<file path="src/hw/rtl/sha_pkg.sv">
// package: sizes, codes and helpers used by the hole allocator top level
`default_nettype none
package sha_pkg;

  localparam int ADDR_BITS  = 16;
  localparam int HOLES      = 16;
  localparam int SEGMENTS   = 32;
  localparam int TAG_BITS   = 8;

  localparam int LEN_W      = ADDR_BITS + 1;
  localparam int MEM_SIZE_W = 17;
  localparam int MEM_CAP    = 2 ** ADDR_BITS;
  localparam int HIDX_W     = $clog2(HOLES);
  localparam int CNT_W      = $clog2(HOLES + 2);
  localparam int SIDX_W     = $clog2(SEGMENTS);
  localparam int SCNT_W     = $clog2(SEGMENTS + 1);
  localparam int BANKS      = 4;
  localparam int BANK_W     = 2;
  localparam int HOLE_W     = ADDR_BITS + LEN_W;
  localparam int SEG_W      = ADDR_BITS + LEN_W + TAG_BITS;

  localparam logic [2:0] ACT_ADD      = 3'd0;
  localparam logic [2:0] ACT_ALLOC    = 3'd1;
  localparam logic [2:0] ACT_FREE     = 3'd2;
  localparam logic [2:0] ACT_FREE_TAG = 3'd3;
  localparam logic [2:0] ACT_COMMIT   = 3'd4;

  localparam logic [2:0] ST_OK    = 3'd0;
  localparam logic [2:0] ST_NOFIT = 3'd1;
  localparam logic [2:0] ST_FULL  = 3'd2;
  localparam logic [2:0] ST_MISS  = 3'd3;
  localparam logic [2:0] ST_ZERO  = 3'd4;

  typedef logic [BANK_W-1:0] bank_t;

  // end of a hole clipped to the memory limit
  function automatic logic [LEN_W-1:0] clip_hi(input logic [ADDR_BITS-1:0] b,
                                               input logic [LEN_W-1:0] sz,
                                               input logic [LEN_W-1:0] lim);
    logic [LEN_W:0] s;
    s = (LEN_W+1)'(b) + (LEN_W+1)'(sz);
    clip_hi = (s > (LEN_W+1)'(lim)) ? lim : s[LEN_W-1:0];
  endfunction

  // lowest bank that holds neither the live, the source nor the checkpoint table
  function automatic bank_t pick_bank(input bank_t cur, input bank_t src,
                                      input bank_t ck, input logic held);
    pick_bank = '0;
    for (int i = BANKS - 1; i >= 0; i--) begin
      if (BANK_W'(i) != cur && BANK_W'(i) != src && !(held && BANK_W'(i) == ck)) begin
        pick_bank = BANK_W'(i);
      end
    end
  endfunction

endpackage
`default_nettype wire

</file>
<file path="src/hw/rtl/sha_ram.sv">
// generic simple dual port ram with registered read
`default_nettype none
module sha_ram #(
  parameter int WIDTH = 8,
  parameter int DEPTH = 16
) (
  input  wire logic                     clk,
  input  wire logic                     we,
  input  wire logic [$clog2(DEPTH)-1:0] waddr,
  input  wire logic [WIDTH-1:0]         wdata,
  input  wire logic                     re,
  input  wire logic [$clog2(DEPTH)-1:0] raddr,
  output logic      [WIDTH-1:0]         rdata
);
  logic [WIDTH-1:0] mem [DEPTH];

  always_ff @(posedge clk) begin
    if (we) begin
      mem[waddr] <= wdata;
    end
    if (re) begin
      rdata <= mem[raddr];
    end
  end
endmodule
`default_nettype wire

</file>
<file path="src/hw/rtl/segment_hole_allocator_top.sv">
// top level: free hole table and segment table allocator
// usage:
//   input words carry one request (add hole, allocate, free region, free tag,
//   commit); each request gives exactly one result word with status, base of
//   an allocated segment and the hole count afterwards
//   both channels are valid/stall; a word moves when valid is high and stall low
//   memory_size is written through cfg_we/cfg_wdata; the user must write it only
//   while the block is idle, the block itself does not enforce this
//   one request at a time; a hole table pass reads the stored holes one by one
//   through the one read port of the hole ram and writes the new table to a
//   free bank; add hole: one pass, allocate: a hole scan and one pass, free
//   region: a segment scan and at most one pass, free tag: a segment scan and
//   a pass per matching segment in memory (at most 16 holes), commit: no pass
// reset:
//   empty hole table, all segments free, no checkpoint, memory_size 65536;
//   the rams need no clearing since no entry is read before it is written
// stall:
//   a finished result waits in S_DONE until the output register is empty or is
//   being handed over; the next request is taken once the result is in it
`default_nettype none
module segment_hole_allocator_top (
  input  wire logic                         clk,
  input  wire logic                         rst_n,
  // request channel
  input  wire logic                         in_valid,
  output logic                              in_stall,
  input  wire logic [2:0]                   in_action,
  input  wire logic                         in_fit_policy,
  input  wire logic [sha_pkg::TAG_BITS-1:0] in_process_tag,
  input  wire logic [sha_pkg::ADDR_BITS-1:0] in_base_addr,
  input  wire logic [sha_pkg::LEN_W-1:0]    in_seg_size,
  input  wire logic                         in_first_of_process,
  // result channel
  output logic                              out_valid,
  input  wire logic                         out_stall,
  output logic [2:0]                        out_status,
  output logic [sha_pkg::ADDR_BITS-1:0]     out_seg_base,
  output logic [sha_pkg::CNT_W-1:0]         out_hole_count,
  // configuration
  input  wire logic                         cfg_we,
  input  wire logic [sha_pkg::MEM_SIZE_W-1:0] cfg_wdata
);
  import sha_pkg::*;

  typedef enum logic [10:0] {
    S_IDLE     = 11'b00000000001,
    S_ALLOC    = 11'b00000000010,
    S_HSCAN_RD = 11'b00000000100,
    S_HSCAN_EV = 11'b00000001000,
    S_PASS_RD  = 11'b00000010000,
    S_PASS_EV  = 11'b00000100000,
    S_PASS_END = 11'b00001000000,
    S_SSCAN_RD = 11'b00010000000,
    S_SSCAN_EV = 11'b00100000000,
    S_SEND     = 11'b01000000000,
    S_DONE     = 11'b10000000000
  } state_t;

  state_t state_r, state_nxt;

  // request fields
  logic [2:0]           act_r, act_nxt;
  logic                 best_r, best_nxt;
  logic [TAG_BITS-1:0]  tag_r, tag_nxt;
  logic [ADDR_BITS-1:0] base_r, base_nxt;
  logic [LEN_W-1:0]     size_r, size_nxt;

  // hole table bookkeeping: live bank, checkpoint bank, pass source and target
  bank_t                cur_bank_r, cur_bank_nxt;
  bank_t                ckpt_bank_r, ckpt_bank_nxt;
  logic                 ckpt_held_r, ckpt_held_nxt;
  logic [CNT_W-1:0]     ckpt_used_r, ckpt_used_nxt;
  logic [CNT_W-1:0]     used_r, used_nxt;
  bank_t                src_bank_r, src_bank_nxt;
  bank_t                dst_bank_r, dst_bank_nxt;
  logic [CNT_W-1:0]     src_used_r, src_used_nxt;

  // pass and scan state
  logic [CNT_W-1:0]     hidx_r, hidx_nxt;
  logic [SCNT_W-1:0]    sidx_r, sidx_nxt;
  logic [CNT_W-1:0]     k_r, k_nxt;
  logic [CNT_W-1:0]     kept_r, kept_nxt;
  logic                 ins_r, ins_nxt;
  logic                 merge_r, merge_nxt;
  logic [LEN_W-1:0]     lo_r, lo_nxt;
  logic [LEN_W-1:0]     hi_r, hi_nxt;
  logic [HIDX_W-1:0]    pick_r, pick_nxt;
  logic                 pfound_r, pfound_nxt;
  logic [LEN_W-1:0]     pick_len_r, pick_len_nxt;
  logic [ADDR_BITS-1:0] pick_base_r, pick_base_nxt;
  logic [SIDX_W-1:0]    slot_r, slot_nxt;
  logic                 found_r, found_nxt;
  logic                 full_r, full_nxt;

  // segment flags
  logic [SEGMENTS-1:0]  valid_r, valid_nxt;
  logic [SEGMENTS-1:0]  pend_r, pend_nxt;
  logic [SEGMENTS-1:0]  mask_r, mask_nxt;

  // result
  logic [2:0]           status_r, status_nxt;
  logic [ADDR_BITS-1:0] where_r, where_nxt;
  logic [MEM_SIZE_W-1:0] mem_size_r, mem_size_nxt;
  logic                 out_valid_r, out_valid_nxt;
  logic [2:0]           out_status_r, out_status_nxt;
  logic [ADDR_BITS-1:0] out_seg_base_r, out_seg_base_nxt;
  logic [CNT_W-1:0]     out_hole_count_r, out_hole_count_nxt;

  // ram ports
  logic                     h_we, h_re;
  logic [BANK_W+HIDX_W-1:0] h_waddr, h_raddr;
  logic [HOLE_W-1:0]        h_wdata, h_rdata;
  logic                     s_we, s_re;
  logic [SIDX_W-1:0]        s_waddr, s_raddr;
  logic [SEG_W-1:0]         s_wdata, s_rdata;

  // hole table: four banks of HOLES entries {base, length}
  sha_ram #(.WIDTH(HOLE_W), .DEPTH(BANKS * HOLES)) u_hole_ram (
    .clk   (clk),
    .we    (h_we),
    .waddr (h_waddr),
    .wdata (h_wdata),
    .re    (h_re),
    .raddr (h_raddr),
    .rdata (h_rdata)
  );

  // segment table: {base, length, owner}
  sha_ram #(.WIDTH(SEG_W), .DEPTH(SEGMENTS)) u_seg_ram (
    .clk   (clk),
    .we    (s_we),
    .waddr (s_waddr),
    .wdata (s_wdata),
    .re    (s_re),
    .raddr (s_raddr),
    .rdata (s_rdata)
  );

  // decoded read data
  logic [ADDR_BITS-1:0] hr_base;
  logic [LEN_W-1:0]     hr_len, hr_end, hr_rest;
  logic [ADDR_BITS-1:0] sr_base;
  logic [LEN_W-1:0]     sr_len;
  logic [TAG_BITS-1:0]  sr_owner;

  assign hr_base  = h_rdata[HOLE_W-1:LEN_W];
  assign hr_len   = h_rdata[LEN_W-1:0];
  assign hr_end   = LEN_W'(hr_base) + hr_len;
  assign hr_rest  = hr_len - size_r;
  assign sr_base  = s_rdata[SEG_W-1:LEN_W+TAG_BITS];
  assign sr_len   = s_rdata[LEN_W+TAG_BITS-1:TAG_BITS];
  assign sr_owner = s_rdata[TAG_BITS-1:0];

  // memory limit and clipped hole ends
  logic [LEN_W-1:0] lim;
  logic [LEN_W-1:0] in_hi, base_hi, seg_hi;
  logic             in_empty, base_empty, seg_empty;

  assign lim        = (mem_size_r > MEM_SIZE_W'(MEM_CAP)) ? LEN_W'(MEM_CAP)
                                                          : LEN_W'(mem_size_r);
  assign in_hi      = clip_hi(in_base_addr, in_seg_size, lim);
  assign in_empty   = LEN_W'(in_base_addr) >= in_hi;
  assign base_hi    = clip_hi(base_r, size_r, lim);
  assign base_empty = LEN_W'(base_r) >= base_hi;
  assign seg_hi     = clip_hi(sr_base, sr_len, lim);
  assign seg_empty  = LEN_W'(sr_base) >= seg_hi;

  bank_t dst_cur, dst_src;
  assign dst_cur = pick_bank(cur_bank_r, cur_bank_r, ckpt_bank_r, ckpt_held_r);
  assign dst_src = pick_bank(cur_bank_r, src_bank_r, ckpt_bank_r, ckpt_held_r);

  // lowest free segment slot
  logic              free_any;
  logic [SIDX_W-1:0] free_idx;
  always_comb begin
    free_any = 1'b0;
    free_idx = '0;
    for (int i = SEGMENTS - 1; i >= 0; i--) begin
      if (!valid_r[i]) begin
        free_any = 1'b1;
        free_idx = SIDX_W'(i);
      end
    end
  end

  // last insertion of a merge pass
  logic             tail_ins;
  logic [CNT_W-1:0] k_fin;
  logic             pass_full;
  assign tail_ins  = merge_r && !ins_r;
  assign k_fin     = k_r + CNT_W'(tail_ins);
  assign pass_full = merge_r && (kept_r == CNT_W'(HOLES));

  always_comb begin
    state_nxt          = state_r;
    act_nxt            = act_r;
    best_nxt           = best_r;
    tag_nxt            = tag_r;
    base_nxt           = base_r;
    size_nxt           = size_r;
    cur_bank_nxt       = cur_bank_r;
    ckpt_bank_nxt      = ckpt_bank_r;
    ckpt_held_nxt      = ckpt_held_r;
    ckpt_used_nxt      = ckpt_used_r;
    used_nxt           = used_r;
    src_bank_nxt       = src_bank_r;
    dst_bank_nxt       = dst_bank_r;
    src_used_nxt       = src_used_r;
    hidx_nxt           = hidx_r;
    sidx_nxt           = sidx_r;
    k_nxt              = k_r;
    kept_nxt           = kept_r;
    ins_nxt            = ins_r;
    merge_nxt          = merge_r;
    lo_nxt             = lo_r;
    hi_nxt             = hi_r;
    pick_nxt           = pick_r;
    pfound_nxt         = pfound_r;
    pick_len_nxt       = pick_len_r;
    pick_base_nxt      = pick_base_r;
    slot_nxt           = slot_r;
    found_nxt          = found_r;
    full_nxt           = full_r;
    valid_nxt          = valid_r;
    pend_nxt           = pend_r;
    mask_nxt           = mask_r;
    status_nxt         = status_r;
    where_nxt          = where_r;
    mem_size_nxt       = mem_size_r;
    out_valid_nxt      = out_valid_r;
    out_status_nxt     = out_status_r;
    out_seg_base_nxt   = out_seg_base_r;
    out_hole_count_nxt = out_hole_count_r;

    h_we    = 1'b0;
    h_waddr = {dst_bank_r, k_r[HIDX_W-1:0]};
    h_wdata = h_rdata;
    h_re    = 1'b0;
    h_raddr = {src_bank_r, hidx_r[HIDX_W-1:0]};
    s_we    = 1'b0;
    s_waddr = slot_r;
    s_wdata = {pick_base_r, size_r, tag_r};
    s_re    = 1'b0;
    s_raddr = sidx_r[SIDX_W-1:0];

    if (cfg_we) begin
      mem_size_nxt = cfg_wdata;
    end
    if (out_valid_r && !out_stall) begin
      out_valid_nxt = 1'b0;
    end

    unique case (state_r)
      S_IDLE: begin
        if (in_valid) begin
          act_nxt      = in_action;
          best_nxt     = in_fit_policy;
          tag_nxt      = in_process_tag;
          base_nxt     = in_base_addr;
          size_nxt     = in_seg_size;
          status_nxt   = ST_MISS;
          where_nxt    = '0;
          src_bank_nxt = cur_bank_r;
          src_used_nxt = used_r;
          dst_bank_nxt = dst_cur;
          hidx_nxt     = '0;
          k_nxt        = '0;
          kept_nxt     = '0;
          ins_nxt      = 1'b0;
          merge_nxt    = 1'b1;
          sidx_nxt     = '0;
          found_nxt    = 1'b0;
          full_nxt     = 1'b0;
          mask_nxt     = '0;
          priority if (in_action <= ACT_FREE && in_seg_size == '0) begin
            status_nxt = ST_ZERO;
            state_nxt  = S_DONE;
          end else if (in_action == ACT_ADD) begin
            lo_nxt    = LEN_W'(in_base_addr);
            hi_nxt    = in_hi;
            state_nxt = in_empty ? S_DONE : S_PASS_RD;
          end else if (in_action == ACT_ALLOC) begin
            // first segment: commit earlier ones and snapshot the live bank
            if (in_first_of_process) begin
              pend_nxt      = '0;
              ckpt_bank_nxt = cur_bank_r;
              ckpt_used_nxt = used_r;
              ckpt_held_nxt = 1'b1;
            end
            state_nxt = S_ALLOC;
          end else if (in_action == ACT_FREE || in_action == ACT_FREE_TAG) begin
            state_nxt = S_SSCAN_RD;
          end else if (in_action == ACT_COMMIT) begin
            pend_nxt      = '0;
            ckpt_held_nxt = 1'b0;
            status_nxt    = ST_OK;
            state_nxt     = S_DONE;
          end else begin
            state_nxt = S_DONE;
          end
        end
      end

      S_ALLOC: begin
        if (!free_any) begin
          if (ckpt_held_r) begin
            cur_bank_nxt = ckpt_bank_r;
            used_nxt     = ckpt_used_r;
          end
          valid_nxt  = valid_r & ~pend_r;
          pend_nxt   = '0;
          status_nxt = ST_FULL;
          state_nxt  = S_DONE;
        end else begin
          slot_nxt   = free_idx;
          hidx_nxt   = '0;
          pfound_nxt = 1'b0;
          state_nxt  = S_HSCAN_RD;
        end
      end

      S_HSCAN_RD: begin
        if (hidx_r < used_r) begin
          h_re      = 1'b1;
          state_nxt = S_HSCAN_EV;
        end else if (!pfound_r) begin
          if (ckpt_held_r) begin
            cur_bank_nxt = ckpt_bank_r;
            used_nxt     = ckpt_used_r;
          end
          valid_nxt  = valid_r & ~pend_r;
          pend_nxt   = '0;
          status_nxt = ST_NOFIT;
          state_nxt  = S_DONE;
        end else begin
          // copy the live bank with the picked hole trimmed
          merge_nxt    = 1'b0;
          hidx_nxt     = '0;
          k_nxt        = '0;
          kept_nxt     = '0;
          src_bank_nxt = cur_bank_r;
          src_used_nxt = used_r;
          dst_bank_nxt = dst_cur;
          state_nxt    = S_PASS_RD;
        end
      end

      S_HSCAN_EV: begin
        if (hr_len >= size_r && (!pfound_r || (best_r && hr_len < pick_len_r))) begin
          pick_nxt      = hidx_r[HIDX_W-1:0];
          pick_len_nxt  = hr_len;
          pick_base_nxt = hr_base;
          pfound_nxt    = 1'b1;
        end
        hidx_nxt  = hidx_r + 1'b1;
        state_nxt = S_HSCAN_RD;
      end

      S_PASS_RD: begin
        if (hidx_r < src_used_r) begin
          h_re      = 1'b1;
          state_nxt = S_PASS_EV;
        end else begin
          state_nxt = S_PASS_END;
        end
      end

      S_PASS_EV: begin
        if (merge_r) begin
          priority if (LEN_W'(hr_base) <= hi_r && hr_end >= lo_r) begin
            // touching or overlapping: absorb
            if (LEN_W'(hr_base) < lo_r) lo_nxt = LEN_W'(hr_base);
            if (hr_end > hi_r) hi_nxt = hr_end;
            hidx_nxt  = hidx_r + 1'b1;
            state_nxt = S_PASS_RD;
          end else if (LEN_W'(hr_base) < lo_r) begin
            h_we      = k_r < CNT_W'(HOLES);
            k_nxt     = k_r + 1'b1;
            kept_nxt  = kept_r + 1'b1;
            hidx_nxt  = hidx_r + 1'b1;
            state_nxt = S_PASS_RD;
          end else if (!ins_r) begin
            // new hole goes ahead of this one; entry is kept for the next cycle
            h_we    = k_r < CNT_W'(HOLES);
            h_wdata = {lo_r[ADDR_BITS-1:0], hi_r - lo_r};
            k_nxt   = k_r + 1'b1;
            ins_nxt = 1'b1;
          end else begin
            h_we      = k_r < CNT_W'(HOLES);
            k_nxt     = k_r + 1'b1;
            kept_nxt  = kept_r + 1'b1;
            hidx_nxt  = hidx_r + 1'b1;
            state_nxt = S_PASS_RD;
          end
        end else begin
          if (hidx_r[HIDX_W-1:0] == pick_r) begin
            if (hr_rest != '0) begin
              h_we    = 1'b1;
              h_wdata = {ADDR_BITS'(LEN_W'(hr_base) + size_r), hr_rest};
              k_nxt   = k_r + 1'b1;
            end
          end else begin
            h_we  = 1'b1;
            k_nxt = k_r + 1'b1;
          end
          hidx_nxt  = hidx_r + 1'b1;
          state_nxt = S_PASS_RD;
        end
      end

      S_PASS_END: begin
        if (tail_ins) begin
          h_we    = k_r < CNT_W'(HOLES);
          h_wdata = {lo_r[ADDR_BITS-1:0], hi_r - lo_r};
        end
        priority if (act_r == ACT_ALLOC) begin
          cur_bank_nxt    = dst_bank_r;
          used_nxt        = k_fin;
          s_we            = 1'b1;
          valid_nxt[slot_r] = 1'b1;
          pend_nxt[slot_r]  = 1'b1;
          where_nxt       = pick_base_r;
          status_nxt      = ST_OK;
          state_nxt       = S_DONE;
        end else if (act_r == ACT_FREE_TAG) begin
          // accumulate into the scratch table, resume the segment scan
          if (pass_full) begin
            full_nxt = 1'b1;
          end else begin
            src_bank_nxt = dst_bank_r;
            src_used_nxt = k_fin;
          end
          sidx_nxt  = sidx_r + 1'b1;
          state_nxt = S_SSCAN_RD;
        end else begin
          if (pass_full) begin
            status_nxt = ST_FULL;
          end else begin
            cur_bank_nxt = dst_bank_r;
            used_nxt     = k_fin;
            status_nxt   = ST_OK;
            if (act_r == ACT_FREE) begin
              valid_nxt[slot_r] = 1'b0;
              pend_nxt[slot_r]  = 1'b0;
            end
          end
          state_nxt = S_DONE;
        end
      end

      S_SSCAN_RD: begin
        if (sidx_r == SCNT_W'(SEGMENTS)) begin
          state_nxt = S_SEND;
        end else if (valid_r[sidx_r[SIDX_W-1:0]]) begin
          s_re      = 1'b1;
          state_nxt = S_SSCAN_EV;
        end else begin
          sidx_nxt = sidx_r + 1'b1;
        end
      end

      S_SSCAN_EV: begin
        hidx_nxt     = '0;
        k_nxt        = '0;
        kept_nxt     = '0;
        ins_nxt      = 1'b0;
        merge_nxt    = 1'b1;
        dst_bank_nxt = dst_src;
        if (act_r == ACT_FREE) begin
          if (sr_base == base_r) begin
            found_nxt = 1'b1;
            slot_nxt  = sidx_r[SIDX_W-1:0];
            if (base_empty) begin
              // region lies outside memory: segment freed, holes unchanged
              valid_nxt[sidx_r[SIDX_W-1:0]] = 1'b0;
              pend_nxt[sidx_r[SIDX_W-1:0]]  = 1'b0;
              status_nxt = ST_OK;
              state_nxt  = S_DONE;
            end else begin
              lo_nxt    = LEN_W'(base_r);
              hi_nxt    = base_hi;
              state_nxt = S_PASS_RD;
            end
          end else begin
            sidx_nxt  = sidx_r + 1'b1;
            state_nxt = S_SSCAN_RD;
          end
        end else begin
          if (sr_owner == tag_r) begin
            found_nxt                     = 1'b1;
            mask_nxt[sidx_r[SIDX_W-1:0]] = 1'b1;
            if (seg_empty) begin
              sidx_nxt  = sidx_r + 1'b1;
              state_nxt = S_SSCAN_RD;
            end else begin
              lo_nxt    = LEN_W'(sr_base);
              hi_nxt    = seg_hi;
              state_nxt = S_PASS_RD;
            end
          end else begin
            sidx_nxt  = sidx_r + 1'b1;
            state_nxt = S_SSCAN_RD;
          end
        end
      end

      S_SEND: begin
        if (!found_r) begin
          status_nxt = ST_MISS;
        end else if (full_r) begin
          status_nxt = ST_FULL;
        end else begin
          cur_bank_nxt = src_bank_r;
          used_nxt     = src_used_r;
          valid_nxt    = valid_r & ~mask_r;
          pend_nxt     = pend_r & ~mask_r;
          status_nxt   = ST_OK;
        end
        state_nxt = S_DONE;
      end

      S_DONE: begin
        if (!out_valid_r || !out_stall) begin
          out_valid_nxt      = 1'b1;
          out_status_nxt     = status_r;
          out_seg_base_nxt   = where_r;
          out_hole_count_nxt = used_r;
          state_nxt          = S_IDLE;
        end
      end

      default: begin
        state_nxt = S_IDLE;
      end
    endcase
  end

  always_ff @(posedge clk) begin
    if (!rst_n) begin
      state_r     <= S_IDLE;
      cur_bank_r  <= '0;
      ckpt_bank_r <= '0;
      ckpt_held_r <= 1'b0;
      ckpt_used_r <= '0;
      used_r      <= '0;
      valid_r     <= '0;
      pend_r      <= '0;
      mem_size_r  <= MEM_SIZE_W'(65536);
      out_valid_r <= 1'b0;
    end else begin
      state_r     <= state_nxt;
      cur_bank_r  <= cur_bank_nxt;
      ckpt_bank_r <= ckpt_bank_nxt;
      ckpt_held_r <= ckpt_held_nxt;
      ckpt_used_r <= ckpt_used_nxt;
      used_r      <= used_nxt;
      valid_r     <= valid_nxt;
      pend_r      <= pend_nxt;
      mem_size_r  <= mem_size_nxt;
      out_valid_r <= out_valid_nxt;
    end
  end

  // payload and working registers
  always_ff @(posedge clk) begin
    act_r            <= act_nxt;
    best_r           <= best_nxt;
    tag_r            <= tag_nxt;
    base_r           <= base_nxt;
    size_r           <= size_nxt;
    src_bank_r       <= src_bank_nxt;
    dst_bank_r       <= dst_bank_nxt;
    src_used_r       <= src_used_nxt;
    hidx_r           <= hidx_nxt;
    sidx_r           <= sidx_nxt;
    k_r              <= k_nxt;
    kept_r           <= kept_nxt;
    ins_r            <= ins_nxt;
    merge_r          <= merge_nxt;
    lo_r             <= lo_nxt;
    hi_r             <= hi_nxt;
    pick_r           <= pick_nxt;
    pfound_r         <= pfound_nxt;
    pick_len_r       <= pick_len_nxt;
    pick_base_r      <= pick_base_nxt;
    slot_r           <= slot_nxt;
    found_r          <= found_nxt;
    full_r           <= full_nxt;
    mask_r           <= mask_nxt;
    status_r         <= status_nxt;
    where_r          <= where_nxt;
    out_status_r     <= out_status_nxt;
    out_seg_base_r   <= out_seg_base_nxt;
    out_hole_count_r <= out_hole_count_nxt;
  end

  assign in_stall       = (state_r != S_IDLE);
  assign out_valid      = out_valid_r;
  assign out_status     = out_status_r;
  assign out_seg_base   = out_seg_base_r;
  assign out_hole_count = out_hole_count_r;

endmodule
`default_nettype wire
</file>
<file path="config.mk">
export PLATFORM = sky130hd
export DESIGN_NAME = segment_hole_allocator_top
export DESIGN_NICKNAME = d
export VERILOG_FILES = /design/src/hw/rtl/sha_pkg.sv /design/src/hw/rtl/sha_ram.sv /design/src/hw/rtl/segment_hole_allocator_top.sv
export SDC_FILE = /design/constraint.sdc
export NUM_CORES = 2
export LEC_CHECK = 0
export BUFFER_PORTS_ARGS = -buffer_cell sky130_fd_sc_hd__buf_2
export CAP_MARGIN = 10
export CORE_AREA = 2 2 567 569
export CTS_CLUSTER_SIZE = 30
export DETAILED_ROUTE_END_ITERATION = 16
export DIE_AREA = 0 0 569 571
export HOLD_SLACK_MARGIN = 0.15
export PLACE_DENSITY_LB_ADDON = 0.08
export SYNTH_ARGS = -nofsm -noshare
export SYNTH_HDL_FRONTEND = slang
export SYNTH_SLANG_ARGS = --single-unit
</file>
<file path="constraint.sdc">
create_clock -name clk -period 13.15 [get_ports clk]
set_clock_uncertainty 0.2 [all_clocks]
set_input_delay 2.63 -clock clk [delete_from_list [all_inputs] [get_ports clk]]
set_output_delay 2.63 -clock clk [all_outputs]
set_load 0.05 [all_outputs]
</file>
==> impl_metrics.toml <==
[outcome]
status = "finished, final reports clean"

[route]
drt_drc_violations_left = 0
vias = 85700
wirelength_mm = 485
wl_per_cell_um = 36.9
vias_per_cell = 6.53
firstDrtPassIters = 8
drt.antenna.violating_nets = 0
drt_iter0_markers = 10300

[clock_network]
clock_path_buffers = 4
clock_sinks = 3836
cts_buffers = 399
clk-insertion-delay-late_ps = 950
cts_tree = "yes"
cts_repair_resize_count = 0
ctsHoldBuffers = 0
path_clk_slew_ps = 70
postCtsSetupBuffers = 0
htree_levels = 5
cts.root.buffer_cell = "clkbuf_16"

[grt]
grt_max_degree = 132
antenna_found_initial = 31
global_route.usage.total = 0.297
grt_overflow = 0
grt_pass1_wl_mm = 671
grt_pass1_vias = 84700

[floorplan]
start_util = 0.497
core_mm2 = 0.319
dieHeight_um = 571
die-area_mm2 = 0.325
rows = 208
io_pins = 94
die_w_um = 569

[power_and_ir_drop]
power_density_mw_per_mm2 = 174
ir_drop_mv = 0.128
leakage_uw = 0.0571
power_uw = 31100

[timing]
hold_viol_final = 0
layout_min_cycle_time_ps = 9210
slew_violations = 0
rsz0062_at_grt = "no"
max_slew_margin = 0.135
tightest_slew_ps = 1300
setup_tns_ps = 0
fmax_mhz = 109
finalCritPeriodShare = 0.701
setup_viol = 0

[logic_synthesis]
synth_edf_count = 3728
seq_area_frac_synth = 0.718
synth.ff_latch_count = 3836
yosysWarnings = 0
syn_inst = 8231
synth_flop_cell = "edfxtp_1"
synth_cell_type_count = 96
syn_nets = 8615
synthAdderAreaFrac = 0.0252
synth_area_per_cell_um2 = 19.3
synth_compound_area_frac = 0.0495
yosys.area_share.simple = 0.0358
syn_area_mm2 = 0.159
async_flop_share = 0
synthMuxAreaShare = 0.150
synthXorXnorAreaFrac = 0.00711
synth_top_family_by_area = "multiplexers"

[final_layout]
final_nets = 8965
multi_input_area_mm2 = 0.0433
utilization = 0.560
n_fill_cell = 24100
layout_commonest_cell = "edfxtp_1"
instances_no_fill = 13100
drive_gt1_frac = 0.242
fin_area_mm2 = 0.179
layout_common_cells = "3728 x edfxtp_1, 1029 x mux4_2, 404 x clkbuf_16, 309 x ha_1"
syn_to_final_growth_pct = 12.5
ff_latch_area_mm2 = 0.114

[placed_design]
numPortBuffers = 93
dp.cells = 12400
gp_congestion = 0.911
dp_hpwl_mm = 279
placed_cell_area_mm2 = 0.166

[min_path]
hp-class = "reg2reg"

[critical_path]
critPathMaxStageDelay_ps = 800
crit_fanout = 35
cp.required_ps = 13560
critPathLaunchType = "flop"
worst_setup_path_end_kind = "flop"
worstPathArrival_ps = 9620
slowest_stage = "a221oi_1"
path_class = "reg2reg"

[run]
drv_cap = 0
==> cell usage after synthesis, types with 108 or more instances <==
master | count | area [um2]
dfxtp_1 | 108 | 2160
a22oi_1 | 172 | 1290
clkbuf_1 | 293 | 1100
nor2_1 | 306 | 1150
buf_1 | 117 | 439
a21oi_1 | 259 | 1300
mux4_2 | 1029 | 23200
nand2_1 | 276 | 1040
o21ai_0 | 131 | 656
inv_1 | 151 | 567
ha_1 | 309 | 3870
edfxtp_1 | 3728 | 112000
==> sequential cells by signal, summed over array words and instances, names as in the netlist, 17 cells and up, named ones only <==
| name | cells |
|---|---|
| u_hole_ram.mem | 2112 |
| hi_r | 17 |
| pick_len_r | 17 |
| size_r | 17 |
| mem_size_r | 17 |
| mask_r | 32 |
| u_hole_ram.rdata | 33 |
| u_seg_ram.rdata | 41 |
| u_seg_ram.mem | 1312 |
| pend_r | 32 |
==> worst paths after layout <==
path	startpoint	to	slack, ps	cells past startpoint
setup / recovery	size_r[0]$_DFFE_PP_	lo_r[3]$_DFFE_PP_	3940	33
hold / removal	status_r[1]$_DFFE_PP_	out_status[1]$_DFFE_PP_	210	0
setup reg to reg	size_r[0]$_DFFE_PP_	lo_r[3]$_DFFE_PP_	3940	33
hold reg to reg	status_r[1]$_DFFE_PP_	out_status[1]$_DFFE_PP_	210	0
==> worst max-delay path, delay by kind of cell (launching register included) <==
family                     cells  cell delay [ps]
buffers and inverters          4             1090
and+or+nand+nor                8             1560
DFF                            1              350
adders and majority gates      4             1170
muxes                          1              400
xor gates and xnor gates       1              320
AOI/OAI and AO/OA             15             3750
==> area by class of cell <==
cell class,instances,share of cell area
clock inverters,224,0.0120
inverters,154,0.00324
clock buffers,504,0.0590
multi-input cells,3814,0.242
diodes,21,0.000294
well taps,4200,0.0294
flip-flops and latches,3836,0.639
repair buffers,376,0.0151
==> metal layers <==
layer	global-route usage	routed length, um
met4	0.102	18300
met2	0.490	238000
met5	0	96
met1	0.411	196000
met3	0.0378	31800
==> power by group <==
group	total [uW]	switching, uW	leakage [uW]	internal (uW)
clock	11100	4740	0.00618	6320
combinational	6310	3750	0.0164	2560
sequential	13700	146	0.0345	13600
==> stage by stage <==
step | hold slack, ps | setup WS, ps
2_1_floorplan | 200 | 4980
3_3_place_gp | 206 | 3810
3_5_place_dp | 205 | 3960
4_1_cts | 213 | 4130
5_1_grt | 220 | 3370
6_report | 213 | 3940
==> logic make-up after synthesis <==
kind of cell | count (synthesis)
flip-flops | 3836
AND/OR/NAND/NOR | 1147
XOR/XNOR | 128
buffers and inverters | 581
adder cells (fa/ha/maj) | 316
multiplexers | 1090
AO/OA/AOI/OAI | 1133
Power figures use the tool's default switching activity.
